File: src/rtl/core/i2cmbe_pkg.sv
`timescale 1ns / 1ps

package i2cmbe_pkg;

    // Fixed widths of the bus fields
    localparam int BYTE_BITS       = 8;
    localparam int REQ_W           = 3;
    localparam int TICKS_W         = 16;
    localparam int POLL_LIMIT_W    = 4;
    localparam int POLL_COUNT_W    = POLL_LIMIT_W + 1;
    localparam int BIT_INDEX_W     = 4;
    localparam int CFG_INDEX_W     = 2;
    localparam int CFG_DATA_W      = 16;

    // Default width of the bus-delay counter
    localparam int TICK_COUNT_WIDTH_DEF = 16;

    // Register values after reset
    localparam logic [TICKS_W-1:0]      HALF_PERIOD_RST   = 16'd50;
    localparam logic [POLL_LIMIT_W-1:0] POLL_LIMIT_RST    = 4'd10;
    localparam logic [TICKS_W-1:0]      POLL_INTERVAL_RST = 16'd2;

    // Register indexes on the configuration port
    localparam logic [CFG_INDEX_W-1:0] CFG_HALF_PERIOD   = 2'd0;
    localparam logic [CFG_INDEX_W-1:0] CFG_POLL_LIMIT    = 2'd1;
    localparam logic [CFG_INDEX_W-1:0] CFG_POLL_INTERVAL = 2'd2;

    // Command codes
    localparam logic [REQ_W-1:0] REQ_START    = 3'd0;
    localparam logic [REQ_W-1:0] REQ_STOP     = 3'd1;
    localparam logic [REQ_W-1:0] REQ_WRITE    = 3'd2;
    localparam logic [REQ_W-1:0] REQ_WAIT_ACK = 3'd3;
    localparam logic [REQ_W-1:0] REQ_READ     = 3'd4;
    localparam logic [REQ_W-1:0] REQ_ACK      = 3'd5;
    localparam logic [REQ_W-1:0] REQ_NACK     = 3'd6;

    typedef enum logic [4:0] {
        PH_IDLE,
        PH_ST0, PH_ST1, PH_ST2, PH_ST3,
        PH_SP0, PH_SP1, PH_SP2, PH_SP3,
        PH_WR0, PH_WRH, PH_WRL,
        PH_AK0, PH_AKP,
        PH_RD0, PH_RDL, PH_RDH,
        PH_KA0, PH_KA1, PH_KA2
    } phase_t;

    typedef struct packed {
        logic [TICKS_W-1:0]      half_period;
        logic [POLL_LIMIT_W-1:0] poll_limit;
        logic [TICKS_W-1:0]      poll_interval;
    } cfg_t;

    typedef struct packed {
        logic                 scl;
        logic                 sda;
        logic                 sda_drive;
        logic                 ready;
        logic                 done;
        logic [BYTE_BITS-1:0] read_data;
        logic                 ack_timeout;
    } res_t;

endpackage

File: src/rtl/core/i2c_master_bit_engine.sv
`timescale 1ns / 1ps

// I2C master pin sequencer. Every input item is one bus tick: it carries the
// synchronized SDA level and, while ready_res was last shown high, an optional
// command (start, stop, write byte MSB first, wait for ACK, read byte, send
// ACK, send NACK). Each item yields exactly one result item with the SCL level,
// the SDA level and drive enable after that tick, plus ready_res, a one-tick
// done_res pulse, the last read byte and the ACK timeout flag. A command
// arriving while busy is ignored. Bus delays are half_period_ticks ticks long,
// except the SCL-low phase between written bits, which gets no added delay;
// ACK polling samples SDA every poll_interval_ticks ticks and gives up on a
// high sample once more than ack_poll_limit retries are done, leaving SCL high
// and SDA released. Rate: one item per clock; the state update and the result
// register sit behind a single level of next-state logic, so an item is taken
// every cycle while out_ready is high or the result register is empty, and its
// result is shown in the cycle after acceptance. Write configuration registers
// only while the engine is idle and no result is pending.
module i2c_master_bit_engine #(
    parameter int TICK_COUNT_WIDTH = i2cmbe_pkg::TICK_COUNT_WIDTH_DEF
) (
    input  logic                                  clk,
    input  logic                                  rst_n,

    input  logic                                  in_valid,
    output logic                                  in_ready,
    input  logic                                  cmd_valid,
    input  logic [i2cmbe_pkg::REQ_W-1:0]          req_type,
    input  logic [i2cmbe_pkg::BYTE_BITS-1:0]      write_byte,
    input  logic                                  sda_in,

    output logic                                  out_valid,
    input  logic                                  out_ready,
    output logic                                  scl_level,
    output logic                                  sda_level,
    output logic                                  sda_drive,
    output logic                                  ready_res,
    output logic                                  done_res,
    output logic [i2cmbe_pkg::BYTE_BITS-1:0]      read_data,
    output logic                                  ack_timeout,

    input  logic                                  cfg_valid,
    output logic                                  cfg_ready,
    input  logic [i2cmbe_pkg::CFG_INDEX_W-1:0]    cfg_index,
    input  logic [i2cmbe_pkg::CFG_DATA_W-1:0]     cfg_data
);

    i2cmbe_pkg::cfg_t cfg_reg;
    i2cmbe_pkg::res_t res_next;
    i2cmbe_pkg::res_t res_reg;
    logic             out_valid_reg;
    logic             step;

    // Take a new item whenever the result register is empty or being drained
    assign in_ready  = !out_valid_reg || out_ready;
    assign step      = in_valid && in_ready;
    assign cfg_ready = 1'b1;

    // Configuration registers; an index past the list is dropped
    always_ff @(posedge clk or negedge rst_n)
    begin
        if (!rst_n)
        begin
            cfg_reg.half_period   <= i2cmbe_pkg::HALF_PERIOD_RST;
            cfg_reg.poll_limit    <= i2cmbe_pkg::POLL_LIMIT_RST;
            cfg_reg.poll_interval <= i2cmbe_pkg::POLL_INTERVAL_RST;
        end
        else if (cfg_valid && cfg_ready)
        begin
            case (cfg_index)
                i2cmbe_pkg::CFG_HALF_PERIOD:
                    cfg_reg.half_period <= cfg_data[i2cmbe_pkg::TICKS_W-1:0];
                i2cmbe_pkg::CFG_POLL_LIMIT:
                    cfg_reg.poll_limit <= cfg_data[i2cmbe_pkg::POLL_LIMIT_W-1:0];
                i2cmbe_pkg::CFG_POLL_INTERVAL:
                    cfg_reg.poll_interval <= cfg_data[i2cmbe_pkg::TICKS_W-1:0];
                default: ;
            endcase
        end
    end

    // Sequencer: holds the bus state and advances it by one tick per item
    i2cmbe_seq #(
        .TICK_COUNT_WIDTH (TICK_COUNT_WIDTH)
    ) u_seq (
        .clk        (clk),
        .rst_n      (rst_n),
        .step       (step),
        .cmd_valid  (cmd_valid),
        .req_type   (req_type),
        .write_byte (write_byte),
        .sda_in     (sda_in),
        .cfg        (cfg_reg),
        .res_next   (res_next)
    );

    // Result register: hold until taken, load on every accepted item
    always_ff @(posedge clk or negedge rst_n)
    begin
        if (!rst_n)
        begin
            out_valid_reg <= 1'b0;
        end
        else if (step)
        begin
            out_valid_reg <= 1'b1;
        end
        else if (out_ready)
        begin
            out_valid_reg <= 1'b0;
        end
    end

    always_ff @(posedge clk)
    begin
        if (step)
        begin
            res_reg <= res_next;
        end
    end

    assign out_valid   = out_valid_reg;
    assign scl_level   = res_reg.scl;
    assign sda_level   = res_reg.sda;
    assign sda_drive   = res_reg.sda_drive;
    assign ready_res   = res_reg.ready;
    assign done_res    = res_reg.done;
    assign read_data   = res_reg.read_data;
    assign ack_timeout = res_reg.ack_timeout;

endmodule

File: src/rtl/core/i2cmbe_seq.sv
`timescale 1ns / 1ps

module i2cmbe_seq #(
    parameter int TICK_COUNT_WIDTH = i2cmbe_pkg::TICK_COUNT_WIDTH_DEF
) (
    input  logic                              clk,
    input  logic                              rst_n,
    input  logic                              step,
    input  logic                              cmd_valid,
    input  logic [i2cmbe_pkg::REQ_W-1:0]      req_type,
    input  logic [i2cmbe_pkg::BYTE_BITS-1:0]  write_byte,
    input  logic                              sda_in,
    input  i2cmbe_pkg::cfg_t                  cfg,
    output i2cmbe_pkg::res_t                  res_next
);

    localparam int TW = TICK_COUNT_WIDTH;
    localparam int KW = i2cmbe_pkg::TICKS_W;
    localparam int BB = i2cmbe_pkg::BYTE_BITS;
    localparam int BW = i2cmbe_pkg::BIT_INDEX_W;
    localparam int PW = i2cmbe_pkg::POLL_COUNT_W;

    i2cmbe_pkg::phase_t phase_reg, phase_next;
    logic [TW-1:0] wait_reg, wait_next;
    logic [BW-1:0] bit_index_reg, bit_index_next;
    logic [BB-1:0] shift_reg, shift_next;
    logic [PW-1:0] poll_count_reg, poll_count_next;
    logic scl_reg, scl_next;
    logic sda_reg, sda_next;
    logic sda_drive_reg, sda_drive_next;
    logic ack_fail_reg, ack_fail_next;
    logic [BB-1:0] read_reg, read_next;
    logic done_next;

    logic [KW-1:0]    half_m1, poll_m1;
    logic [TW+KW-1:0] half_wide, poll_wide;
    logic [TW-1:0]    half_load, poll_load;
    logic [BW-1:0]    bit_inc;
    logic             byte_end;
    logic             wait_zero;

    // A delay of d ticks loads d-1; zero acts as one. Fit to the counter width.
    assign half_m1   = (cfg.half_period == '0) ? '0 : cfg.half_period - 1'b1;
    assign poll_m1   = (cfg.poll_interval == '0) ? '0 : cfg.poll_interval - 1'b1;
    assign half_wide = {{TW{1'b0}}, half_m1};
    assign poll_wide = {{TW{1'b0}}, poll_m1};
    assign half_load = half_wide[TW-1:0];
    assign poll_load = poll_wide[TW-1:0];

    assign bit_inc   = bit_index_reg + 1'b1;
    assign byte_end  = (bit_inc >= BW'(BB));
    assign wait_zero = (wait_reg == '0);

    // Phase and delay counter
    always_comb
    begin
        phase_next = phase_reg;
        wait_next  = wait_reg;
        done_next  = 1'b0;
        if (phase_reg == i2cmbe_pkg::PH_IDLE)
        begin
            if (cmd_valid)
            begin
                case (req_type)
                    i2cmbe_pkg::REQ_START:    begin phase_next = i2cmbe_pkg::PH_ST0; wait_next = half_load; end
                    i2cmbe_pkg::REQ_STOP:     begin phase_next = i2cmbe_pkg::PH_SP0; wait_next = half_load; end
                    i2cmbe_pkg::REQ_WRITE:    begin phase_next = i2cmbe_pkg::PH_WR0; wait_next = half_load; end
                    i2cmbe_pkg::REQ_WAIT_ACK: begin phase_next = i2cmbe_pkg::PH_AK0; wait_next = half_load; end
                    i2cmbe_pkg::REQ_READ:     begin phase_next = i2cmbe_pkg::PH_RD0; wait_next = half_load; end
                    i2cmbe_pkg::REQ_ACK,
                    i2cmbe_pkg::REQ_NACK:     begin phase_next = i2cmbe_pkg::PH_KA0; wait_next = half_load; end
                    default: ;
                endcase
            end
        end
        else if (!wait_zero)
        begin
            wait_next = wait_reg - 1'b1;
        end
        else
        begin
            case (phase_reg)
                i2cmbe_pkg::PH_ST0: begin phase_next = i2cmbe_pkg::PH_ST1; wait_next = half_load; end
                i2cmbe_pkg::PH_ST1: begin phase_next = i2cmbe_pkg::PH_ST2; wait_next = half_load; end
                i2cmbe_pkg::PH_ST2: begin phase_next = i2cmbe_pkg::PH_ST3; wait_next = half_load; end
                i2cmbe_pkg::PH_SP0: begin phase_next = i2cmbe_pkg::PH_SP1; wait_next = half_load; end
                i2cmbe_pkg::PH_SP1: begin phase_next = i2cmbe_pkg::PH_SP2; wait_next = half_load; end
                i2cmbe_pkg::PH_SP2: begin phase_next = i2cmbe_pkg::PH_SP3; wait_next = half_load; end
                i2cmbe_pkg::PH_ST3,
                i2cmbe_pkg::PH_SP3,
                i2cmbe_pkg::PH_KA2:
                begin
                    phase_next = i2cmbe_pkg::PH_IDLE;
                    done_next  = 1'b1;
                end
                i2cmbe_pkg::PH_WR0,
                i2cmbe_pkg::PH_WRL: begin phase_next = i2cmbe_pkg::PH_WRH; wait_next = half_load; end
                i2cmbe_pkg::PH_WRH:
                begin
                    if (byte_end)
                    begin
                        phase_next = i2cmbe_pkg::PH_IDLE;
                        done_next  = 1'b1;
                    end
                    else
                    begin
                        phase_next = i2cmbe_pkg::PH_WRL;
                        wait_next  = '0;
                    end
                end
                i2cmbe_pkg::PH_AK0: begin phase_next = i2cmbe_pkg::PH_AKP; wait_next = '0; end
                i2cmbe_pkg::PH_AKP:
                begin
                    if (!sda_in || (poll_count_reg > {1'b0, cfg.poll_limit}))
                    begin
                        phase_next = i2cmbe_pkg::PH_IDLE;
                        done_next  = 1'b1;
                    end
                    else
                    begin
                        wait_next = poll_load;
                    end
                end
                i2cmbe_pkg::PH_RD0: begin phase_next = i2cmbe_pkg::PH_RDL; wait_next = half_load; end
                i2cmbe_pkg::PH_RDL: begin phase_next = i2cmbe_pkg::PH_RDH; wait_next = half_load; end
                i2cmbe_pkg::PH_RDH:
                begin
                    if (byte_end)
                    begin
                        phase_next = i2cmbe_pkg::PH_IDLE;
                        done_next  = 1'b1;
                    end
                    else
                    begin
                        phase_next = i2cmbe_pkg::PH_RDL;
                        wait_next  = half_load;
                    end
                end
                i2cmbe_pkg::PH_KA0: begin phase_next = i2cmbe_pkg::PH_KA1; wait_next = half_load; end
                i2cmbe_pkg::PH_KA1: begin phase_next = i2cmbe_pkg::PH_KA2; wait_next = half_load; end
                default: phase_next = i2cmbe_pkg::PH_IDLE;
            endcase
        end
    end

    // Pins, shifter and status
    always_comb
    begin
        scl_next        = scl_reg;
        sda_next        = sda_reg;
        sda_drive_next  = sda_drive_reg;
        shift_next      = shift_reg;
        bit_index_next  = bit_index_reg;
        poll_count_next = poll_count_reg;
        ack_fail_next   = ack_fail_reg;
        read_next       = read_reg;
        if (phase_reg == i2cmbe_pkg::PH_IDLE)
        begin
            if (cmd_valid)
            begin
                case (req_type)
                    i2cmbe_pkg::REQ_START: sda_drive_next = 1'b1;
                    i2cmbe_pkg::REQ_STOP:
                    begin
                        scl_next       = 1'b0;
                        sda_drive_next = 1'b1;
                    end
                    i2cmbe_pkg::REQ_WRITE:
                    begin
                        scl_next       = 1'b0;
                        sda_drive_next = 1'b1;
                        shift_next     = write_byte;
                        bit_index_next = '0;
                    end
                    i2cmbe_pkg::REQ_WAIT_ACK:
                    begin
                        scl_next        = 1'b0;
                        sda_drive_next  = 1'b0;
                        poll_count_next = '0;
                    end
                    i2cmbe_pkg::REQ_READ:
                    begin
                        scl_next       = 1'b0;
                        sda_drive_next = 1'b0;
                        shift_next     = '0;
                        bit_index_next = '0;
                    end
                    i2cmbe_pkg::REQ_ACK,
                    i2cmbe_pkg::REQ_NACK:
                    begin
                        scl_next       = 1'b0;
                        sda_drive_next = 1'b1;
                        sda_next       = (req_type == i2cmbe_pkg::REQ_NACK);
                    end
                    default: ;
                endcase
            end
        end
        else if (wait_zero)
        begin
            case (phase_reg)
                i2cmbe_pkg::PH_ST0,
                i2cmbe_pkg::PH_SP0:
                begin
                    scl_next = 1'b0;
                    sda_next = 1'b0;
                end
                i2cmbe_pkg::PH_ST1:
                begin
                    sda_next = 1'b1;
                    scl_next = 1'b1;
                end
                i2cmbe_pkg::PH_ST2: sda_next = 1'b0;
                i2cmbe_pkg::PH_SP1: scl_next = 1'b1;
                i2cmbe_pkg::PH_SP2: sda_next = 1'b1;
                i2cmbe_pkg::PH_ST3,
                i2cmbe_pkg::PH_SP3,
                i2cmbe_pkg::PH_RD0,
                i2cmbe_pkg::PH_KA1: scl_next = 1'b0;
                i2cmbe_pkg::PH_WR0,
                i2cmbe_pkg::PH_WRL:
                begin
                    // MSB first
                    sda_next   = shift_reg[BB-1];
                    shift_next = {shift_reg[BB-2:0], 1'b0};
                    scl_next   = 1'b1;
                end
                i2cmbe_pkg::PH_WRH:
                begin
                    scl_next       = 1'b0;
                    bit_index_next = bit_inc;
                end
                i2cmbe_pkg::PH_AK0,
                i2cmbe_pkg::PH_RDL,
                i2cmbe_pkg::PH_KA0: scl_next = 1'b1;
                i2cmbe_pkg::PH_AKP:
                begin
                    if (!sda_in)
                    begin
                        scl_next      = 1'b0;
                        ack_fail_next = 1'b0;
                    end
                    else if (poll_count_reg > {1'b0, cfg.poll_limit})
                    begin
                        // SCL stays high on timeout
                        ack_fail_next = 1'b1;
                    end
                    else
                    begin
                        poll_count_next = poll_count_reg + 1'b1;
                    end
                end
                i2cmbe_pkg::PH_RDH:
                begin
                    shift_next     = {shift_reg[BB-2:0], sda_in};
                    bit_index_next = bit_inc;
                    if (byte_end)
                        read_next = {shift_reg[BB-2:0], sda_in};
                    else
                        scl_next = 1'b0;
                end
                default: ;
            endcase
        end
    end

    always_ff @(posedge clk or negedge rst_n)
    begin
        if (!rst_n)
        begin
            phase_reg      <= i2cmbe_pkg::PH_IDLE;
            wait_reg       <= '0;
            bit_index_reg  <= '0;
            shift_reg      <= '0;
            poll_count_reg <= '0;
            scl_reg        <= 1'b0;
            sda_reg        <= 1'b0;
            sda_drive_reg  <= 1'b1;
            ack_fail_reg   <= 1'b0;
            read_reg       <= '0;
        end
        else if (step)
        begin
            phase_reg      <= phase_next;
            wait_reg       <= wait_next;
            bit_index_reg  <= bit_index_next;
            shift_reg      <= shift_next;
            poll_count_reg <= poll_count_next;
            scl_reg        <= scl_next;
            sda_reg        <= sda_next;
            sda_drive_reg  <= sda_drive_next;
            ack_fail_reg   <= ack_fail_next;
            read_reg       <= read_next;
        end
    end

    assign res_next.scl         = scl_next;
    assign res_next.sda         = sda_next;
    assign res_next.sda_drive   = sda_drive_next;
    assign res_next.ready       = (phase_next == i2cmbe_pkg::PH_IDLE);
    assign res_next.done        = done_next;
    assign res_next.read_data   = read_next;
    assign res_next.ack_timeout = ack_fail_next;

endmodule
File: config.mk
export PLATFORM = sky130hd
export DESIGN_NAME = i2c_master_bit_engine
export DESIGN_NICKNAME = d
export VERILOG_FILES = /design/src/rtl/core/i2cmbe_pkg.sv /design/src/rtl/core/i2c_master_bit_engine.sv /design/src/rtl/core/i2cmbe_seq.sv
export SDC_FILE = /design/constraint.sdc
export NUM_CORES = 1
export LEC_CHECK = 0
export ABC_AREA = 1
export BUFFER_PORTS_ARGS = -buffer_cell sky130_fd_sc_hd__buf_2
export CAP_MARGIN = 40
export CORE_UTILIZATION = 40
export CTS_BUF_LIST = sky130_fd_sc_hd__clkbuf_4 sky130_fd_sc_hd__clkbuf_8 sky130_fd_sc_hd__clkbuf_16
export CTS_CLUSTER_DIAMETER = 30
export DETAILED_ROUTE_END_ITERATION = 16
export GPL_TIMING_DRIVEN = 0
export SLEW_MARGIN = 20
export SYNTH_ARGS = -nofsm -noshare
export SYNTH_HDL_FRONTEND = slang
export SYNTH_SLANG_ARGS = --single-unit
export TNS_END_PERCENT = 100
File: constraint.sdc
create_clock -name clk -period 2.44 [get_ports clk]
set_input_delay 0.488 -clock clk [delete_from_list [all_inputs] [get_ports clk]]
set_output_delay 0.488 -clock clk [all_outputs]
set_load 0.1 [all_outputs]
==> results.txt, run 1 <==
Status: finished clean
Core area: 16520 um^2
FFs w/ async S/R, synth: 0.8614
Dpl cells: 1273
Hold-fix buffers, CTS: 0
Die width: 132.0 um
Startpoint Class: flop
Finished Layout Cells: 1291
Critical Path RT: 2.54 ns
Vias: 6488
Most common cell after layout, fill and taps aside: nand2_1
Longest Clk Path Bufs: 2
Initial antenna violation count: 0
Largest net degree at the start of global routing: 49
Final HPWL DP: 14.76 mm
Io pins: 53
Pwr/cell area: 1006 nW/um^2
Clk_skew: 0.008478 ns
Final nets: 1113
Compound-Gate Fraction of Synth Area: 0.1068
Crit path arrival time: 2.39 ns
Crit-path max FO: 10
Root Buffer: clkbuf_16
Gr ovfl total: 0
Routed Wire Length: 18.92 mm
Setup ws final: 0.1542 ns
Slowest cell on crit path: dfrtp_1
Final Hold Vio Count: 0
Lkg Pwr: 3.892 nW
EDFF count, synth: 14
Pre-CTS setup slack: 0.06026 ns
Global-route wire length before repair: 32.01 mm
#FFs+latches synth: 101
Layout area overhead: 13.43%
Maximum vdd ir drop: 0.3795 mV
GRT Total Usage: 0.2334
Residual DRC: 0
Syn Area/Cell: 6.755 um^2
CP top delay family: simple AND/OR/NAND/NOR gates
Antenna cell count: 0
Largest family of logic cells by synthesized area: simple AND/OR/NAND/NOR gates
Synth unique cells: 39
Clock transition at path regs: 0.08 ns
Cells along the critical path: inv_1 > ha_2 > nand3_2 > nor2_4 > nand3_2 > nor2_4 > buf_6 > buf_2 > nand2_1 > o21bai_1 > nand2_1
Crit path kind: reg2reg
Clock Latency Late Sink: 0.36 ns
Vias in the first global route: 6239
Fin area: 7670 um^2
IO buf count: 51
RSZ-0062 raised after global routing: false
Bufs and invs on worst path: 3
Die area: 17430 um^2
Post-Syn Area: 6761 um^2
Max FFs per register: 36
Htree depth: 3
RD Place Congestion: 0.9156
Primary FF master, synth: dfrtp_1
DR WL/cell: 14.66 um
Slew @ Worst Pin: 0.6491 ns
Final worst-path cycle share: 0.9368
Share of layout cells above drive strength 1: 0.1410
Post-synthesis xor/xnor area fraction: 0.02591
Sequential area share after synthesis: 0.3855
Core Rows: 47
Total of max-cap violations: 0
CTS tree: done
Initial core utilization: 0.4092
Slew margin rel.: 0.5672
Dpl cell area: 7336 um^2
Post-synth net total: 1048
Post-Synth Adder-Cell Area: 0.02036
TritonRoute pass-1 iters: 6
Violation count after the first detailed-route iteration: 471
Commonest cells after routing, fill and taps aside: nand2_1, nor2_1, inv_1
Die Ht: 132.0 um
Critical path endpoint category: flop
Vias per inst: 5.026
Reg2Reg Setup Slack: 0.15 ns
Detail Route Antenna Nets: 0
Max Freq: 437.5 MHz
Simple-gate area share of the yosys netlist: 0.3834
Count of final max-slew check failures: 0
Final setup fails: 0
Post-Synthesis Cells: 1001
# clock sinks: 101
Fin crit period: 2.286 ns
Worst hold path type: in2async
Mux cell area share after synthesis: 0
Number of buffers created by CTS: 9
Peak per-stage delay on the critical path: 0.40 ns
Synth Warn #: 0
==> area by class of cell <==
type / instances / area (um^2)
tap: 220 / 275.3
sequential: 101 / 2608
clock inverter: 6 / 55.05
inverter: 99 / 377.9
timing repair buffer: 54 / 304.0
multi-input combinational: 772 / 3666
clock buffer: 10 / 232.7
fill: 1743 / 8855
buffer: 29 / 151.4
==> metrics by stage <==
| stage | utilization | setup TNS [ns] | total power, mW | hold slack (ns) |
|---|---|---|---|---|
| after global routing | 0.4641 | 0 | 8.349 | 0.06623 |
| after CTS | 0.4613 | 0 | 7.712 | 0.04852 |
| after floorplan | - | 0 | 5.279 | 0.1924 |
| after detailed placement | 0.4439 | 0 | 6.260 | 0.4278 |
| after global placement | 0.4419 | -0.1298 | 6.270 | 0.4680 |
| final | 0.4641 | 0 | 7.719 | 0.03128 |
==> cell usage after synthesis (all sizes together), types with 4 or more instances <==
cell type	n	share of area
inv	99	0.055
o21ai	83	0.061
nand2	363	0.21
xor2	11	0.014
nand3	87	0.068
edfxtp	14	0.062
clkbuf	11	0.0061
buf	18	0.016
ha	11	0.020
o31ai	6	0.0067
or2	6	0.0056
nand3b	6	0.0067
dfrtp	80	0.30
a21oi	24	0.018
xnor2	9	0.012
nor3	4	0.0030
nand4	11	0.010
nor2	130	0.083
dfstp	7	0.027
a31oi	11	0.010
==> power by group <==
group          internal [mW]  switching (mW)  leakage, nW
Combinational           1.19            2.60         2.55
Clock                  0.727           0.695        0.145
Sequential              2.13           0.374         1.20
==> cell families after synthesis <==
family | after synthesis
AND/OR/NAND/NOR | 607
AO/OA/AOI/OAI | 133
buffers and inverters | 128
flip-flops | 101
XOR/XNOR | 20
adder cells (fa/ha/maj) | 11
other | 1
==> what timing repair did <==
action                                 4_1_cts  5_1_grt
endpoints found under the hold margin        0        0
setup endpoints to repair                    0       18
buffers inserted                             0        2
gates resized for setup                      0        9
==> final timing paths <==
| check | startpoint | end | depth (start not counted) |
|---|---|---|---|
| max reg2reg | u_seq.wait_reg[0] | scl_level | 11 |
| max | u_seq.wait_reg[0] | scl_level | 11 |
| min reg2reg | u_seq.read_reg[0] | u_seq.read_reg[0] | 2 |
| min in group clk | cfg_data[5] | cfg_reg[25] | 3 |
| min | rst_n | out_valid | 1 |
| max in group asynchronous | rst_n | cfg_reg[1] | 2 |
==> metal layers <==
layer / GRT usage / share of wire / vias up
met2: 0.3880 / 0.47 / 156
li1: - / - / 3348
met4: 0.07429 / 0.022 / 0
met1: 0.3131 / 0.47 / 2955
met5: 0 / 0 / -
met3: 0.03306 / 0.039 / 29
Note: power is estimated with default switching activity, not from simulation.
==> inputs of run 2 (changes only) <==
- RECOVER_POWER: not set -> 25
==> results.txt, run 2 (synthesis gave the netlist of run 1 again) <==
Status: finished clean
Total of max-cap violations: 0
Gr ovfl total: 0
Antenna cell count: 0
Fillers: 1745
Fin crit period: 2.286 ns
Vias: 6486
Clock transition at path regs: 0.08 ns
Die area: 17430 um^2
Fin area: 7664 um^2
Io pins: 53
Number of buffers created by CTS: 9
Startpoint Class: flop
DR WL/cell: 14.67 um
Die Ht: 132.0 um
Pwr/cell area: 1007 nW/um^2
Switching Fraction: 0.4754
Global-route wire length before repair: 32.01 mm
Vias in the first global route: 6239
Final nets: 1113
Vias per inst: 5.024
Final Power: 7.718 mW
Final HPWL DP: 14.76 mm
Maximum vdd ir drop: 0.3795 mV
Residual DRC: 0
Largest net degree at the start of global routing: 49
Final worst-path cycle share: 0.9367
Layout area overhead: 13.34%
Max Freq: 437.5 MHz
Clk_skew: 0.008641 ns
RSZ-0062 raised after global routing: false
Max FFs per register: 36
GRT Total Usage: 0.2334
Final setup fails: 0
Most common cell after layout, fill and taps aside: nand2_1
TritonRoute pass-1 iters: 6
Initial antenna violation count: 0
Multi-input gate area: 3666 um^2
Commonest cells after routing, fill and taps aside: nand2_1, nor2_1, inv_1
Die width: 132.0 um
Core Rows: 47
# clock sinks: 101
Slew @ Worst Pin: 1.102 ns
Share of layout cells above drive strength 1: 0.1410
Detail Route Antenna Nets: 0
Violation count after the first detailed-route iteration: 471
Lkg Pwr: 3.890 nW
Count of final max-slew check failures: 0
Flop pwr share: 0.325
Final Util: 0.4638
Root Buffer: clkbuf_16
IO buf count: 51
RD Place Congestion: 0.9156
Worst hold path type: in2async
Comb pwr share: 0.491
Routed Wire Length: 18.93 mm
Crit-path max FO: 10
Critical Path RT: 2.54 ns
Clock network fraction of total power: 0.184
Initial core utilization: 0.4092
Dpl cell area: 7336 um^2
Final Hold Vio Count: 0
NetSw: 3.669 mW
Htree depth: 3
Critical path endpoint category: flop
Slew margin rel.: 0.2652
CTS tree: done
FF+latch area: 2608 um^2
Crit path arrival time: 2.39 ns
Pint: 4.049 mW
Crit path kind: reg2reg
Longest Clk Path Bufs: 2
Core area: 16520 um^2
Clock Latency Late Sink: 0.36 ns
[run 2: stage by stage]
stage	worst slack, ns	TNS, ns	hold slack (ns)	instances
5_1_grt	0.003495	0	0.3980	1291
3_3_place_gp	-0.1298	-0.1298	0.4680	1272
6_report	0.1543	0	0.3184	1291
4_1_cts	0.02233	0	0.04852	1289
2_1_floorplan	0.2100	0	0.1924	1001
3_5_place_dp	0.06026	0	0.4278	1273
[run 2: repair_timing]
item                       CTS  global route
hold buffers                 0             0
setup endpoints to repair    0            18
gates resized for setup      0             9
buffers inserted             0             2
[run 2: power by group through the flow]
stage	clock network, mW	logic (mW)	registers, mW
finish	1.42	3.79	2.51
detailed placement	0	3.73	2.53
global route	1.53	4.25	2.57
CTS	1.46	3.75	2.51
global placement	0	3.73	2.54
floorplan	0	2.58	2.70
[run 2: final timing paths]
check,end,slack [ns],from,cells past startpoint
setup reg to reg,scl_level,0.15,u_seq.wait_reg[0],11
max in group asynchronous,cfg_reg[1],1.28,rst_n,2
hold reg to reg,u_seq.read_reg[0],0.49,u_seq.read_reg[0],2
hold / removal,out_valid,0.32,rst_n,1
setup / recovery,scl_level,0.15,u_seq.wait_reg[0],11
min in group clk,cfg_reg[25],0.37,cfg_data[5],3
[run 2: cell type report]
class,instances,area share
buffer,29,0.01976
clock buffer,10,0.03037
clock inverter,6,0.007184
inverter,99,0.04931
multi-input combinational,772,0.4784
sequential,101,0.3402
tap,220,0.03592
timing repair buffer,54,0.03886
[run 2: critical path: stages (launching register included)]
cell and delay (ns):
dfrtp_1 0.40, inv_1 0.12, ha_2 0.22, nand3_2 0.15
nor2_4 0.14, nand3_2 0.13, nor2_4 0.14, buf_6 0.15
buf_2 0.24, nand2_1 0.08, o21bai_1 0.17, nand2_1 0.10
[run 2: routing by layer]
metal	vias to the layer above	part of all wire	global-route usage	routed length (um)
met5	-	0	0	0
met4	0	0.022	0.07429	410
met3	29	0.037	0.03306	706
met2	145	0.47	0.3880	8884
met1	2962	0.47	0.3131	8932
li1	3350	-	-	-
